`config.mk`:
```
export PLATFORM = sky130hd
export DESIGN_NAME = pulse_width_packet_transmitter
export DESIGN_NICKNAME = d
export VERILOG_FILES = /design/src/pwpt_pkg.sv /design/src/pwpt_cfg.sv /design/src/pwpt_step.sv /design/src/pulse_width_packet_transmitter.sv
export SDC_FILE = /design/constraint.sdc
export NUM_CORES = 1
export LEC_CHECK = 0
export BUFFER_PORTS_ARGS = -buffer_cell sky130_fd_sc_hd__buf_2
export CAP_MARGIN = 25
export CORE_MARGIN = 8
export CORE_UTILIZATION = 30
export DETAILED_ROUTE_END_ITERATION = 10
export PLACE_DENSITY = 0.57
export SLEW_MARGIN = 20
export SYNTH_ARGS = -nofsm -noshare
export SYNTH_HDL_FRONTEND = slang
export SYNTH_SLANG_ARGS = --single-unit
```
`constraint.sdc`:
```
create_clock -name clk -period 2.6 [get_ports clk]
set_input_delay 0.26 -clock clk [delete_from_list [all_inputs] [get_ports clk]]
set_output_delay 0.26 -clock clk [all_outputs]
set_load 0.02 [all_outputs]
```
`src/pwpt_pkg.sv`:
```
// Shared types and constants of the pulse-width packet transmitter.
package pwpt_pkg;

	localparam int TICK_W = 10;
	localparam int CNT_W  = 5;
	localparam int PKT_W  = 16;
	localparam int IDX_W  = 3;

	typedef enum logic [IDX_W-1:0] {
		REG_SHORT_HIGH    = 3'd0,
		REG_LONG_HIGH     = 3'd1,
		REG_PREAMBLE_HIGH = 3'd2,
		REG_LOW_AFTER_ONE = 3'd3,
		REG_LOW_AFTER_ZERO = 3'd4,
		REG_PACKET_BITS   = 3'd5,
		REG_PREAMBLE_BITS = 3'd6
	} cfg_reg_t;

	localparam logic [TICK_W-1:0] RST_SHORT_HIGH     = 10'd17;
	localparam logic [TICK_W-1:0] RST_LONG_HIGH      = 10'd37;
	localparam logic [TICK_W-1:0] RST_PREAMBLE_HIGH  = 10'd53;
	localparam logic [TICK_W-1:0] RST_LOW_AFTER_ONE  = 10'd16;
	localparam logic [TICK_W-1:0] RST_LOW_AFTER_ZERO = 10'd36;
	localparam logic [CNT_W-1:0]  RST_PACKET_BITS    = 5'd13;
	localparam logic [CNT_W-1:0]  RST_PREAMBLE_BITS  = 5'd6;

	typedef struct packed {
		logic [TICK_W-1:0] short_high_ticks;
		logic [TICK_W-1:0] long_high_ticks;
		logic [TICK_W-1:0] preamble_high_ticks;
		logic [TICK_W-1:0] low_after_one_ticks;
		logic [TICK_W-1:0] low_after_zero_ticks;
		logic [CNT_W-1:0]  packet_bits;
		logic [CNT_W-1:0]  preamble_bits;
	} cfg_t;

	typedef struct packed {
		logic done_res;
		logic tx_enable;
		logic ask_level;
	} res_t;

endpackage

```
`src/pwpt_cfg.sv`:
```
// Configuration register file of the pulse-width packet transmitter.
module pwpt_cfg (
	input  logic                       clk,
	input  logic                       arst_n,
	input  logic                       wr_en,
	input  logic [pwpt_pkg::IDX_W-1:0] wr_index,
	input  logic [pwpt_pkg::TICK_W-1:0] wr_data,
	output pwpt_pkg::cfg_t             cfg
);

	pwpt_pkg::cfg_t cfg_q;

	always_ff @(posedge clk or negedge arst_n) begin
		if (!arst_n) begin
			cfg_q.short_high_ticks     <= pwpt_pkg::RST_SHORT_HIGH;
			cfg_q.long_high_ticks      <= pwpt_pkg::RST_LONG_HIGH;
			cfg_q.preamble_high_ticks  <= pwpt_pkg::RST_PREAMBLE_HIGH;
			cfg_q.low_after_one_ticks  <= pwpt_pkg::RST_LOW_AFTER_ONE;
			cfg_q.low_after_zero_ticks <= pwpt_pkg::RST_LOW_AFTER_ZERO;
			cfg_q.packet_bits          <= pwpt_pkg::RST_PACKET_BITS;
			cfg_q.preamble_bits        <= pwpt_pkg::RST_PREAMBLE_BITS;
		end else if (wr_en) begin
			unique case (pwpt_pkg::cfg_reg_t'(wr_index))
				pwpt_pkg::REG_SHORT_HIGH:     cfg_q.short_high_ticks     <= wr_data;
				pwpt_pkg::REG_LONG_HIGH:      cfg_q.long_high_ticks      <= wr_data;
				pwpt_pkg::REG_PREAMBLE_HIGH:  cfg_q.preamble_high_ticks  <= wr_data;
				pwpt_pkg::REG_LOW_AFTER_ONE:  cfg_q.low_after_one_ticks  <= wr_data;
				pwpt_pkg::REG_LOW_AFTER_ZERO: cfg_q.low_after_zero_ticks <= wr_data;
				pwpt_pkg::REG_PACKET_BITS: begin
					cfg_q.packet_bits <= wr_data[pwpt_pkg::CNT_W-1:0];
				end
				pwpt_pkg::REG_PREAMBLE_BITS: begin
					cfg_q.preamble_bits <= wr_data[pwpt_pkg::CNT_W-1:0];
				end
				default: ;
			endcase
		end
	end

	assign cfg = cfg_q;

endmodule

```
`src/pwpt_step.sv`:
```
// Transmitter state and per-word step logic: pulse countdown and phase sequencing.
module pwpt_step #(
	parameter int WORD_BITS = 16
) (
	input  logic                       clk,
	input  logic                       arst_n,
	input  logic                       in_en,
	input  logic                       in_start,
	input  logic [pwpt_pkg::PKT_W-1:0] in_packet,
	input  pwpt_pkg::cfg_t             cfg,
	output pwpt_pkg::res_t             res
);

	localparam int POS_W = $clog2(WORD_BITS);
	localparam logic [POS_W-1:0] TOP_POS = POS_W'(WORD_BITS - 1);
	localparam logic [pwpt_pkg::CNT_W:0] WORD_LIM = (pwpt_pkg::CNT_W + 1)'(WORD_BITS);

	logic [WORD_BITS-1:0]          word_q;
	logic [pwpt_pkg::CNT_W-1:0]    bit_idx_q;
	logic [pwpt_pkg::TICK_W-1:0]   tick_q;
	logic                          low_pend_q;
	logic                          active_q;
	logic                          key_q;

	logic [pwpt_pkg::CNT_W-1:0]    bit_idx_d;
	logic [pwpt_pkg::TICK_W-1:0]   tick_d;
	logic                          low_pend_d;
	logic                          active_d;
	logic                          key_d;
	logic                          done_d;

	logic [pwpt_pkg::CNT_W-1:0]    prev_idx;
	logic                          bit_cur;
	logic                          bit_prev;
	logic                          in_preamble;

	// Bit idx counted from the top of the word; zero outside the word.
	function automatic logic word_bit(input logic [WORD_BITS-1:0] w,
			input logic [pwpt_pkg::CNT_W-1:0] idx);
		logic [POS_W-1:0] pos;
		logic             b;
		pos = TOP_POS - idx[POS_W-1:0];
		b = 1'b0;
		if ({1'b0, idx} < WORD_LIM) begin
			b = w[pos];
		end
		return b;
	endfunction

	assign prev_idx    = bit_idx_q - pwpt_pkg::CNT_W'(1);
	assign bit_cur     = word_bit(word_q, bit_idx_q);
	assign bit_prev    = (bit_idx_q != '0) && word_bit(word_q, prev_idx);
	assign in_preamble = bit_idx_q < cfg.preamble_bits;

	always_comb begin
		bit_idx_d  = bit_idx_q;
		tick_d     = tick_q;
		low_pend_d = low_pend_q;
		active_d   = active_q;
		key_d      = key_q;
		done_d     = 1'b0;
		if (active_q) begin
			if (tick_q != '0) begin
				tick_d = tick_q - pwpt_pkg::TICK_W'(1);
			end else if (low_pend_q) begin
				low_pend_d = 1'b0;
				key_d      = 1'b0;
				if (in_preamble) begin
					tick_d = cfg.short_high_ticks;
				end else if (bit_prev) begin
					tick_d = cfg.low_after_one_ticks;
				end else begin
					tick_d = cfg.low_after_zero_ticks;
				end
			end else if (bit_idx_q >= cfg.packet_bits) begin
				active_d = 1'b0;
				key_d    = 1'b0;
				done_d   = 1'b1;
			end else begin
				key_d = 1'b1;
				if (!bit_cur) begin
					tick_d = cfg.short_high_ticks;
				end else if (in_preamble) begin
					tick_d = cfg.preamble_high_ticks;
				end else begin
					tick_d = cfg.long_high_ticks;
				end
				low_pend_d = 1'b1;
				bit_idx_d  = bit_idx_q + pwpt_pkg::CNT_W'(1);
			end
		end
	end

	always_ff @(posedge clk or negedge arst_n) begin
		if (!arst_n) begin
			word_q     <= '0;
			bit_idx_q  <= '0;
			tick_q     <= '0;
			low_pend_q <= 1'b0;
			active_q   <= 1'b0;
			key_q      <= 1'b0;
		end else if (in_en) begin
			if (in_start) begin
				// reload; pulse counter and low flag carry over
				word_q    <= WORD_BITS'(in_packet);
				bit_idx_q <= '0;
				key_q     <= 1'b0;
				active_q  <= 1'b1;
			end else begin
				bit_idx_q  <= bit_idx_d;
				tick_q     <= tick_d;
				low_pend_q <= low_pend_d;
				active_q   <= active_d;
				key_q      <= key_d;
			end
		end
	end

	always_comb begin
		if (in_start) begin
			res.ask_level = 1'b0;
			res.tx_enable = 1'b1;
			res.done_res  = 1'b0;
		end else begin
			res.ask_level = key_d;
			res.tx_enable = active_d;
			res.done_res  = done_d;
		end
	end

endmodule

```
`src/pulse_width_packet_transmitter.sv`:
```
// Pulse-width packet transmitter top level: stream ports, config port, result register.
// A word's result appears on the master side in the cycle after it is accepted.
// Throughput: one word per cycle unless a held result stalls; the register refills
// as it drains. A tick on an active packet makes one decrement or one phase step.
// Reset (arst_n low, asynchronous): transmitter idle, key low, registers at defaults.
module pulse_width_packet_transmitter #(
	parameter int WORD_BITS = 16
) (
	input  logic                        clk,
	input  logic                        arst_n,
	input  logic                        s_tvalid,
	output logic                        s_tready,
	input  logic [pwpt_pkg::PKT_W-1:0]  s_tdata,   // [15:0] packet
	input  logic                        s_tuser,   // [0] kind: 1 = start, 0 = tick
	output logic                        m_tvalid,
	input  logic                        m_tready,
	output logic [7:0]                  m_tdata,   // [0] ask_level, [1] tx_enable, [7:2] zero
	output logic                        m_tlast,   // done_res
	input  logic                        cfg_valid,
	output logic                        cfg_ready,
	input  logic [pwpt_pkg::IDX_W-1:0]  cfg_index,
	input  logic [pwpt_pkg::TICK_W-1:0] cfg_data
);

	pwpt_pkg::cfg_t cfg;
	pwpt_pkg::res_t res;
	pwpt_pkg::res_t res_q;
	logic           out_valid_q;
	logic           in_acc;

	assign cfg_ready = 1'b1;
	assign s_tready  = !out_valid_q || m_tready;
	assign in_acc    = s_tvalid && s_tready;

	pwpt_cfg u_cfg (
		.clk      (clk),
		.arst_n   (arst_n),
		.wr_en    (cfg_valid && cfg_ready),
		.wr_index (cfg_index),
		.wr_data  (cfg_data),
		.cfg      (cfg)
	);

	pwpt_step #(
		.WORD_BITS (WORD_BITS)
	) u_step (
		.clk       (clk),
		.arst_n    (arst_n),
		.in_en     (in_acc),
		.in_start  (s_tuser),
		.in_packet (s_tdata),
		.cfg       (cfg),
		.res       (res)
	);

	always_ff @(posedge clk or negedge arst_n) begin
		if (!arst_n) begin
			out_valid_q <= 1'b0;
		end else if (in_acc) begin
			out_valid_q <= 1'b1;
		end else if (m_tready) begin
			out_valid_q <= 1'b0;
		end
	end

	// hold the result word until taken
	always_ff @(posedge clk) begin
		if (in_acc) begin
			res_q <= res;
		end
	end

	assign m_tvalid = out_valid_q;
	assign m_tdata  = {6'b0, res_q.tx_enable, res_q.ask_level};
	assign m_tlast  = res_q.done_res;

	a_done_idle: assert property (@(posedge clk) disable iff (!arst_n)
		m_tvalid && m_tlast |-> !m_tdata[0] && !m_tdata[1])
		else $error("end-of-packet word with transmitter still on");

	a_key_needs_en: assert property (@(posedge clk) disable iff (!arst_n)
		m_tvalid && m_tdata[0] |-> m_tdata[1])
		else $error("key high while transmitter disabled");

	a_start_result: assert property (@(posedge clk) disable iff (!arst_n)
		s_tvalid && s_tready && s_tuser |=> m_tvalid && m_tdata[1] && !m_tdata[0] && !m_tlast)
		else $error("start word did not yield enabled, key-low result");

endmodule

```
# After elaboration in Yosys (flattened, before gate mapping)
# Index checks and enable logic that the tools add are counted.
[classes]
addsub = 5
magnitude_cmp = 6
n_eq_ne = 10
n_mux = 30
bitwise = 3
reduce_logical = 21
[op_table]
columns = ["op", "count"]
rows = [
  ["10-bit two-way mux", 7],
  ["5-bit two-way mux", 5],
  ["1-bit two-way mux", 16],
  ["2-bit AND reduction", 8],
  ["4-bit by 5-bit less-than comparator with 1-bit output, second input constant", 2],
  ["5-bit less-than comparator, second input constant", 2],
  ["10-bit nonzero test", 1],
  ["10-bit by 1-bit subtractor with 10-bit output, second input constant", 1],
  ["3-bit == test, second input constant", 3],
  ["1-bit binary-select mux with 4-bit select", 2],
  ["4-bit AND reduction", 2],
  ["4-bit subtractor, first input constant", 2],
  ["3-bit by 2-bit == test with 1-bit output, second input constant", 2],
  ["2-bit inequality test, second input constant", 3],
  ["5-bit by 1-bit adder with 5-bit output, second input constant", 1],
  ["5-bit >= comparator", 1],
  ["5-bit less-than comparator", 1],
  ["5-bit AND reduction", 1],
  ["5-bit nonzero test", 1],
  ["5-bit by 1-bit subtractor with 5-bit output, second input constant", 1],
  ["2-bit nonzero test", 2],
  ["4-bit OR reduction", 1],
  ["3-bit by 1-bit == test with 1-bit output, second input constant", 1],
  ["3-bit zero test", 1],
  ["5 further kinds", 8],
]
[totals]
regBits = 98
in_bits = 35
out_inout_bits = 12

# Longest topological paths before layout
[depth]
ltp_word = 10
depth_mapped = 11

# Modules after synthesis
# A second synthesis with hierarchy kept.
[hier_totals]
cells_unflattened = 463
area_unflattened_um2 = 5485.3
[by_module_without_submodules]
columns = ["mod", "n_inst", "cells_each", "area_per_inst_um2", "seq_area_each_um2"]
rows = [
  ["pwpt_step", 1, 315, 2845.2, 850.8],
  ["pwpt_cfg", 1, 132, 2436.1, 1522.7],
  ["pulse_width_packet_transmitter", 1, 16, 203.9, 115.1],
]

# Least setup slack after synthesis
# Ideal clock, no wire load.
[synth_path]
kind = "register -> register"
start = "reg u_step.bit_idx_q[0] (netlist name)"
end = "reg u_step.tick_q[7] (netlist name)"
setup_ns = 0.139
arrival_ns = 2.411
t_required_ns = 2.461
setup_slack_ns = 0.050
path_stages_with_launch = 12
cell_sequence = "dfrtp_1 -> buf_6 -> inv_2 -> ha_1 -> buf_6 -> mux2i_1 -> mux4_2 -> o22a_1 -> buf_6 -> mux2_1 -> nand2_1 -> a41oi_1"
[synth_via]
elab_chain_len = 10
elab_cells_between_ends = 24
cone_classes = "3 x add/sub; 4 x order compare; 1 x eq/ne; 13 x mux; 3 x reduce/logical"
[synth_rtl]
columns = ["element", "line", "text"]
rows = [
  ["start, declared", "pwpt_step.sv:19", "logic [pwpt_pkg::CNT_W-1:0] bit_idx_q;"],
  ["start signal, assigned", "pwpt_step.sv:110", "bit_idx_q <= bit_idx_d;"],
  ["5-bit by 1-bit subtractor with 5-bit output", "pwpt_step.sv:50", "assign prev_idx = bit_idx_q - pwpt_pkg::CNT_W'(1);"],
  ["4-bit subtractor", "pwpt_step.sv:42", "pos = TOP_POS - idx[POS_W-1:0];"],
  ["1-bit binary-select mux with 4-bit select", "pwpt_step.sv:45", "b = w[pos];"],
  ["1-bit two-way mux (implied by the code)", "pwpt_step.sv:45", ""],
  ["1-bit two-way mux", "pwpt_step.sv:44", "if ({1'b0, idx} < WORD_LIM) begin"],
  ["1-bit logical AND", "pwpt_step.sv:52", "assign bit_prev = (bit_idx_q != '0) && word_bit(word_q, prev_idx);"],
  ["10-bit two-way mux", "pwpt_step.sv:70", "end else if (bit_prev) begin"],
  ["10-bit two-way mux", "pwpt_step.sv:68", "if (in_preamble) begin"],
  ["10-bit two-way mux", "pwpt_step.sv:65", "end else if (low_pend_q) begin"],
  ["10-bit two-way mux", "pwpt_step.sv:63", "if (tick_q != '0) begin"],
  ["end signal, assigned", "pwpt_step.sv:111", "tick_q <= tick_d;"],
  ["end, declared", "pwpt_step.sv:20", "logic [pwpt_pkg::TICK_W-1:0] tick_q;"],
]
# Parallel ways exist; a longest one is shown, timed or not. The select of a mux whose other input is x is not followed.
# A chain may end at the register's enable or synchronous reset.

# Worst setup path in the final report
[layout_path]
start = "reg u_step.bit_idx_q[1] (netlist name)"
end = "reg u_step.tick_q[6] (netlist name)"
# Same word-level chain as after synthesis.

==> results.cfg <==
[status]
outcome = finished clean

[global_routing]
track_usage_pct = 12.1
antenna_found_initial = 0
grt_max_degree = 45
grt_overflow = 0
grt_pass1_vias = 4000
grt_pass1_wl_um = 21300

[critical_path]
cpMostUsedCell = mux2i_1
critical_path_peak_fanout = 12
slowest_delay_ps = 470
cp.arrival_ps = 2680
crit_chain = inv_1 -> ha_4 -> mux2i_1 -> mux4_2 -> o22a_1 -> buf_12 -> mux2_2 -> mux2i_1 -> o211ai_1
critPathCaptureType = flop
slowest_stage = mux4_2
required_ps = 2820
criticalPathCategory = reg2reg
timing.reg2reg.setup_slack_ps = 140
critPathLaunchType = flop

[clock_network]
ctsRootBufferMaster = clkbuf_16
max-clock-path-buffers = 2
cts_inserted_buffers = 9
clock_sink_count = 98
clk_latency_ps = 350
cts.htree.levels = 3
path_clk_slew_ps = 70
cts_tree = yes

[pwr]
p_leak_uw = 0.00264
totalPowerFinal_uw = 5540
ir_drop_mv = 0.343
powerDensity_mw_per_mm2 = 889

[floorplanning]
die-area_mm2 = 0.0221
design.core.area_mm2 = 0.0172
fp.dieW_um = 149
die_h_um = 149
start_util_pct = 30.7
ios = 47
placementRows = 48

[sta]
grt_setup_unrepaired = no
hold_viol = 0
finalWorstSetupSlack_ps = 144
fin_crit_ps = 2460
finClkSkew_ps = 8.54
max_freq_mhz = 407
min_period_over_period_pct = 94.4
finalSetupViolations = 0
setup_tns_ps = 0
finalMaxSlewViolations = 0

[cells_and_area]
n_antenna_cell = 0
area_delta_synth_final_pct = 17.9
final_cell_area_mm2 = 0.00623
nets = 575
final_layout_size_suffix_gt1_share_pct = 37.2
utilization_pct = 36.2
final_common_cell = dfrtp_1
final_cell_mix = 78 x dfrtp_1, 74 x mux2_2, 45 x nand2_1

[placed_design]
placed_cell_area_mm2 = 0.00587
io_buffers = 39
post-place-ws_ps = -104
dp_hpwl_um = 9270
place.gp.congestion = 0.837

[run]
maxCapViolCount = 0

[synthesis]
ys_async_sr_fraction_pct = 96.9
synth_top_cell_by_area = dfrtp_1
syn_area_mm2 = 0.00529
synthXorXnorAreaFrac_pct = 0.663
synthCells = 466
ys.flop_type = dfrtp_1
synth_compound_gate_area_share_pct = 11.2
synth-edff-count = 3
yosysWarnings = 0
synth.top_cell.area_share_pct = 36.9
seq_area_frac_synth_pct = 47.1
synth_mux_area_share_pct = 22.3
yosysUniqueCellTypes = 62
ys_ff_latch = 98
avgSynthCellArea_um2 = 11.3
synth_top_family_by_area = multiplexers
synthTopCellsByArea = dfrtp_1 37%, mux2_2 16%, dfstp_2 8.4%
synth-simple-area-share_pct = 11.1
synth-adder-area-share_pct = 3.08

[detailed_routing]
first_pass_iters = 4
detail-route-antenna-nets = 0
num_vias = 3814
via_per_inst = 5.04
drtIter0Drc = 249
wl_per_cell_um = 17.0
route.detailed.drc = 0
wirelength_um = 12900

[min_path]
hp-class = in2reg
## sequential cells by signal (all words and copies together), names as in the netlist
register / cells
u_step.tick_q: 10
u_step.low_pend_q: 1
m_tlast: 1
u_step.word_q: 16
m_tdata: 2
u_step.active_q: 1
u_cfg.cfg: 60
u_step.bit_idx_q: 5
u_step.key_q: 1
m_tvalid: 1
## Yosys cell counts, drive strengths merged, types with 7 or more instances
| master | instances |
|---|---|
| nand2b | 8 |
| nor3 | 10 |
| o21ai | 20 |
| dfrtp | 78 |
| a21oi | 15 |
| mux2i | 20 |
| nand2 | 45 |
| a31oi | 9 |
| inv | 18 |
| dfstp | 17 |
| buf | 21 |
| ha | 13 |
| nor2 | 22 |
| mux2 | 75 |
| nand3 | 7 |
## critical path: cells and delay by family (launching register included)
family / cells / cell delay [ps]
mux: 4 / 970
compound gates: 2 / 370
fa+ha+maj: 1 / 370
flops: 1 / 350
buf+inv: 2 / 270
## metal layers
metal,global-route usage [%],part of all wire (%)
met3,2.40,3.5
met5,0,0
met1,15.9,48
met2,19.2,47
met4,4.69,1.4
## power by group
group	total [uW]	internal (uW)	switching (uW)
registers	2150	1900	251
logic	2010	1010	1000
clock network	1370	758	615
total	5540	3670	1870
## cells by family (layout without fill, tap and decap cells)
kind of cell	count (synthesis)	count (layout)
DFF	98	98
muxes	101	101
buffers and inverters	45	106
xor gates and xnor gates	4	4
AOI/OAI and AO/OA	86	86
other	2	7
adders and majority gates	13	13
and+or+nand+nor	117	117
## cell type report
| cell class | instances | area (um2) |
|---|---|---|
| clock buffer | 10 | 229 |
| clock inverter | 6 | 70.1 |
| fill | 1707 | 11000 |
| inverter | 18 | 67.6 |
| multi-input combinational | 328 | 2610 |
| sequential | 98 | 2490 |
| tap | 225 | 282 |
| timing repair buffer | 72 | 485 |
## through the flow
step                      instances  hold WS [ps]
after floorplan                 471         -35.6
after detailed placement        738           205
after CTS                       755           122
final                           757           128
after global placement          738           194
after global routing            757           131
## worst paths after layout
path | startpoint | cells past startpoint | endpoint
max reg2reg | u_step.bit_idx_q[1] | 9 | u_step.tick_q[6]
min in group asynchronous | arst_n | 2 | u_step.word_q[4]
max in group asynchronous | arst_n | 3 | u_cfg.cfg[2]
min reg2reg | u_cfg.cfg[44] | 1 | u_cfg.cfg[44]
min | s_tvalid | 2 | m_tvalid
max | u_step.bit_idx_q[1] | 9 | u_step.tick_q[6]
## repair_timing
action	CTS	global route
hold buffers	1	0
resized for setup	2	3
hold endpoints to repair	22	0
pin swaps	0	1
buffers inserted	0	2
setup endpoints to repair	8	5
gates cloned	0	0
Power figures use the tool's default switching activity.
